$ cat src/rtl/pod_pkg.sv
// Shared types and constants for the page ownership directory.
package pod_pkg;

  localparam int PAGES   = 1024;
  localparam int CLIENTS = 16;
  localparam int PAGE_W  = 10;
  localparam int ID_W    = 4;
  localparam int MODE_W  = 2;
  localparam int KIND_W  = 3;

  // request modes
  localparam logic [MODE_W-1:0] MODE_READ  = 2'd0;
  localparam logic [MODE_W-1:0] MODE_WRITE = 2'd1;
  localparam logic [MODE_W-1:0] MODE_ACK   = 2'd2;
  localparam logic [MODE_W-1:0] MODE_NONE  = 2'd3;

  // result kinds
  localparam logic [KIND_W-1:0] KIND_GRANT     = 3'd0;
  localparam logic [KIND_W-1:0] KIND_INVAL     = 3'd1;
  localparam logic [KIND_W-1:0] KIND_FWD_READ  = 3'd2;
  localparam logic [KIND_W-1:0] KIND_FWD_WRITE = 3'd3;
  localparam logic [KIND_W-1:0] KIND_RETRY     = 3'd4;
  localparam logic [KIND_W-1:0] KIND_ACK_OK    = 3'd5;
  localparam logic [KIND_W-1:0] KIND_ACK_BAD   = 3'd6;

  // one queued request
  typedef struct packed {
    logic [MODE_W-1:0] mode;
    logic [PAGE_W-1:0] page;
    logic [ID_W-1:0]   cli;
  } item_t;

  // one directory entry
  typedef struct packed {
    logic               valid;
    logic [ID_W-1:0]    owner;
    logic [CLIENTS-1:0] copyset;
    logic               busy;
  } rec_t;

  // queue head as seen by the back end
  typedef struct packed {
    logic  avail;
    item_t item;
  } queue_head_t;

  // back end status toward the front end
  typedef struct packed {
    logic pop;
    logic clearing;
  } back_stat_t;

endpackage

$ cat src/rtl/pod_front.sv
// Front end: accepts requests, drops unused mode, queues them for the back end.
module pod_front (
  input  logic                        clk,
  input  logic                        rst,
  input  logic                        start,
  input  logic [pod_pkg::MODE_W-1:0]  mode,
  input  logic [pod_pkg::PAGE_W-1:0]  page_index,
  input  logic [pod_pkg::ID_W-1:0]    client_id,
  output logic                        busy,
  output pod_pkg::queue_head_t        head,
  input  pod_pkg::back_stat_t         stat
);
  import pod_pkg::*;

  item_t      q [2];
  logic       wr_ptr;
  logic       rd_ptr;
  logic [1:0] count;
  logic       accept;
  logic       push;

  // take a request when not clearing and queue has room
  assign busy   = stat.clearing || (count == 2'd2);
  assign accept = start && !busy;
  assign push   = accept && (mode != MODE_NONE);

  assign head.avail = (count != 2'd0);
  assign head.item  = q[rd_ptr];

  // queue storage
  always_ff @(posedge clk) begin
    if (push) begin
      q[wr_ptr] <= '{mode: mode, page: page_index, cli: client_id};
    end
  end

  // queue pointers
  always_ff @(posedge clk) begin
    if (rst) begin
      wr_ptr <= 1'b0;
      rd_ptr <= 1'b0;
      count  <= 2'd0;
    end else begin
      if (push) wr_ptr <= ~wr_ptr;
      if (stat.pop) rd_ptr <= ~rd_ptr;
      case ({push, stat.pop})
        2'b10:   count <= count + 2'd1;
        2'b01:   count <= count - 2'd1;
        default: count <= count;
      endcase
    end
  end

endmodule

$ cat config.mk
export PLATFORM = sky130hd
export DESIGN_NAME = pod_front
export DESIGN_NICKNAME = d
export VERILOG_FILES = /design/src/rtl/pod_pkg.sv /design/src/rtl/pod_front.sv
export SDC_FILE = /design/constraint.sdc
export NUM_CORES = 1
export LEC_CHECK = 0
export ABC_AREA = 1
export BUFFER_PORTS_ARGS = -buffer_cell sky130_fd_sc_hd__buf_2
export CAP_MARGIN = 30
export CORE_ASPECT_RATIO = 1.25
export CORE_MARGIN = 4
export CORE_UTILIZATION = 54
export CTS_BUF_LIST = sky130_fd_sc_hd__clkbuf_16
export DETAILED_ROUTE_END_ITERATION = 10
export PLACE_DENSITY = 0.81
export REMOVE_ABC_BUFFERS = 1
export SYNTH_ARGS = -nofsm -noshare
export SYNTH_HDL_FRONTEND = slang
export SYNTH_SLANG_ARGS = --single-unit
export TNS_END_PERCENT = 10
$ cat constraint.sdc
create_clock -name clk -period 2.9 [get_ports clk]
set_input_delay 0.29 -clock clk [delete_from_list [all_inputs] [get_ports clk]]
set_output_delay 0.29 -clock clk [all_outputs]
set_load 0.1 [all_outputs]
== Word level (Yosys, flattened, before mapping) ==
Memories as Yosys holds them, arrays and structs flattened. A register that Yosys moved wholly into a read port is not among the register bits.
Cells that the tools add are included.

* Mux-type cells: 5
* Add/subtract/negate cells: 2
* Eq/ne operators: 4
* Reductions and logical operators: 6
* Bitwise gates (word level): 2

{| class="wikitable"
|+ Operators by type and width
! kind !! count
|-
| equality test 2 bit, second input constant || 2
|-
| two-way mux 1 bit || 4
|-
| one-hot mux 2 bit (2 select lines) || 1
|-
| nonzero test 2 bit || 2
|-
| adder 2 x 1 -> 2 bit, second input constant || 1
|-
| equality test 2 x 1 -> 1 bit, second input constant || 1
|-
| logical AND 1 bit || 2
|-
| != test 2 bit, second input constant || 1
|-
| inverter 1 bit || 2
|-
| subtractor 2 x 1 -> 2 bit, second input constant || 1
|-
| logical NOT 1 bit || 1
|-
| logical OR 1 bit || 1
|}

* Input port bits: 21
* Memory bits (writable): 32
* Memories kept: 1
* Register bits after elaboration: 4
* Logic and storage cells: 23

{| class="wikitable"
|+ Memories
! name !! depth !! bits a word !! rd ports !! clocked after memory_dff !! write ports !! RTL line !! source
|-
| q || 2 || 16 || 1 || 1 || 1 || pod_front.sv:15 || <nowiki>item_t q [2];</nowiki>
|}

== Longest topological paths before layout ==
* Word-level depth: 7
* Depth in mapped cells: 9
* Depth with buffers taken out: 9

== Worst setup path after synthesis ==
No wires, ideal clock.

* Path type: register to register
* Start: register count[0]
* End: memory q[0][0] (netlist name), enable pin
* Library setup time: 388 ps
* Stages on the path, launching flop included: 5
* Data required time: 2512 ps
* Setup slack: 1164 ps
* Data arrival time: 1347 ps
* Path through: dfxtp_1 -> inv_1 -> a21oi_2 -> nand2_1 -> nor2_1

* Cells in the longest elaborated chain, start to end: 7

{| class="wikitable"
|+ RTL lines
! element !! RTL line !! source
|-
| start, declared || pod_front.sv:18 || <nowiki>logic [1:0] count;</nowiki>
|-
| start signal, assigned || pod_front.sv:47 || <nowiki>2'b10: count <= count + 2'd1;</nowiki>
|-
| start signal, assigned || pod_front.sv:48 || <nowiki>2'b01: count <= count - 2'd1;</nowiki>
|-
| start signal, assigned || pod_front.sv:49 || <nowiki>default: count <= count;</nowiki>
|-
| equality test 2 bit || pod_front.sv:23 || <nowiki>assign busy = stat.clearing || (count == 2'd2);</nowiki>
|-
| logical OR 1 bit || pod_front.sv:23 ||
|-
| logical NOT 1 bit || pod_front.sv:24 || <nowiki>assign accept = start && !busy;</nowiki>
|-
| logical AND 1 bit || pod_front.sv:24 ||
|-
| logical AND 1 bit || pod_front.sv:25 || <nowiki>assign push = accept && (mode != MODE_NONE);</nowiki>
|-
| two-way mux 1 bit || pod_front.sv:32 || <nowiki>if (push) begin</nowiki>
|-
| two-way mux 1 bit (not written as such) || pod_front.sv:33 || <nowiki>q[wr_ptr] <= '{mode: mode, page: page_index, cli: client_id};</nowiki>
|-
| end, declared || pod_front.sv:15 ||
|}

Every way passes these cells.

==> impl_results.md <==
* Status: finished, final reports clean
* RSZ-0062 raised after global routing: no
* Worst path required time at 2.61 ns
* Initial Utilization at 57.8%
* Clock Tree Buf Depth at 2
* CORE AREA at 0.00250 sq mm
* Worst path bufs/invs at 1
* Io pins at 39
* Root buffer cell: clkbuf_16
* Critical-path cell list: mux2_2 -> buf_2
* M1 WL at 878 microns
* Top FF cell, synth: edfxtp_1
* Area delta synth->final at 23.9%
* Layout cell share with drive strength beyond 1 at 50.0%
* Most common cell in the netlist: edfxtp_1
* Hold Buf Count CTS at 0
* CP Class: reg -> out
* Cell Count, Final, Fillers Out at 161
* Yosys warns at 0
* Synth top area share at 66.4%
* Post-synth top cells: edfxtp_1 (32), mux2_4 (10), inv_1 (7)
* Comb power frac at 20.1%
* Relative slew margins at 42.3%
* WP data arrival at 1.88 ns
* Final GP Congestion at 0.731
* Power consumption at 1.39 mW
* Ant diodes at 0
* Syn Inst Count at 83
* Met2 WL post-DR at 1160 microns
* Setup Viol. Count Final at 0
* # fillers at 178
* Slew @ Worst Pin at 0.865 ns
* Chip height at 65.9 microns
* Worst skew pair latency at 0.27 ns
* Max-cap violation count at 0
* Antenna viol nets, final at 0
* DRC viols at 0
* Dpl cells at 153
* Crit-path leading delay family: flip-flops
* Sequential share of power at 44.6%
* Cell-internal power at 0.979 mW
* Max Freq at 461 MHz
* EDFF count, synth at 32
* Routed wl met3 at 150 microns
* Initial antenna violation count at 0
* Core Util, Final at 71.7%
* Nets at 149
* Crit. End Element: output pin
* Sw frac at 29.7%
* Avg Inst Size Synth at 17.4 sq um
* Setup TNS at 0 ns
* Cts bufs inserted at 5
* DR WL/cell at 13.9 microns
* Gr ovfl total at 0
* Final hold violation count at 0
* Avg Vias per Cell at 4.93
* Dpl hpwl at 1610 microns
* Die width at 54.3 microns
* Global-route wire length before repair at 3470 microns
* Post-Syn Area at 0.00145 sq mm
* Input/output buffers at 38
* Max Clock Skew at 0.00188 ns
* Leakage power at 0.745 nW
* VDD IR max at 0.000559 V
* Slowest stage delay, CP at 0.88 ns
* Async SR Flop Fraction at 0%
* Crit-path max FO at 16
* Worst Setup Start Kind: register
* Detailed Routing Iterations Pass 1 at 4
* Vias in the first global route at 793
* Worst hold slack at 0.205 ns
* Sequential area share after synthesis at 73.3%
* Yosys reg bits at 37
* Die area at 0.00358 sq mm
* Top cells by area, synth: edfxtp_1 (66%), mux2_4 (10%), dfxtp_1 (6.9%)
* Clock transition at path regs at 0.05 ns
* Slowest-stage cell, CP: dfxtp_1
* Hold WC Path Type: in -> reg
* Cell taking the most area after synthesis: edfxtp_1
* GRT Total Usage at 14.2%
* Final min period at 2.17 ns
* Largest net degree at the start of global routing at 17
* Post-CTS Repair Setup Buffers at 0
* Clock power share at 35.3%
* Reg area at 0.00106 sq mm
* Vias at 793
* Pwr Density at 777 mW/mm^2
* # resized after CTS at 0
* TritonCTS clock tree: done
* H-tree lvl count at 2
* Row Count at 20
* CTS sink count at 37
* Routed WL at 2240 microns
* First DRT Iteration DRCs at 14
* Max Used Layer: met4
* Multi-input gate area at 329 sq um
* Tcrit/Tclk final at 74.8%
* Yosys cell types at 18
* P_sw at 0.415 mW
* Fin. max-slew vios at 0
[power groups by stage]
stage               combinational, mW  sequential (mW)  clock [mW]
finish                          0.281            0.621       0.492
floorplan                       0.236            0.627           0
global placement                0.278            0.630           0
global route                    0.293            0.624       0.531
CTS                             0.283            0.622       0.503
detailed placement              0.283            0.632           0
[layout make-up]
type	instances	area share (%)
multi-input combinational	37	18.3
clock inverter	3	0.767
inverter	7	1.46
sequential	37	59.1
timing repair buffer	39	11.0
tap	33	2.30
clock buffer	5	6.97
[placed cells by master (no fill, tap or decap)]
master and n:
a21oi_1 3, a21oi_2 1, a31oi_1 1, buf_2 38, buf_4 1, clkbuf_16 5
clkinv_2 2, dfxtp_1 5, edfxtp_1 32, ha_1 1, inv_1 8, mux2_2 6
mux2_4 10, nand2_1 5, nand3_1 1, nand4_1 1, nor2_1 5, o21ai_0 1
or2_2 1, xnor2_1 1
[path summary, 6_finish.rpt]
kind	startpoint	end	slack (ns)	cells after the start
worst max register to register	count[0]	q[1][8]	1.29	4
worst min-delay path	rst	register	0.21	2
worst max-delay path	register	head[12]	0.73	2
worst min register to register	rd_ptr	register	0.52	2
[cells by family after synthesis]
logic type      synth area share [%]
mux                             15.0
buf+inv                         3.98
compound gates                  2.42
fa+ha+maj                      0.864
xor+xnor                       0.605
flops                           73.3
simple gates                    3.80
[registers in the layout, indices dropped and copies added (netlist names), named ones only]
register,cells
count,2
rd_ptr,1
wr_ptr,1
q,32
[per-stage QoR]
step,setup slack (ns),cell area (sq um)
3_3_place_gp,1.00,1660
2_1_floorplan,1.16,1420
3_5_place_dp,0.973,1660
6_report,0.730,1790
5_1_grt,0.609,1790
4_1_cts,0.678,1790
[metal layers]
layer,global-route usage (%),up-vias
met2,24.1,29
met4,7.48,0
li1,-,387
met1,14.8,371
met5,0,-
met3,4.97,6
(Power assumes the default switching activity.)
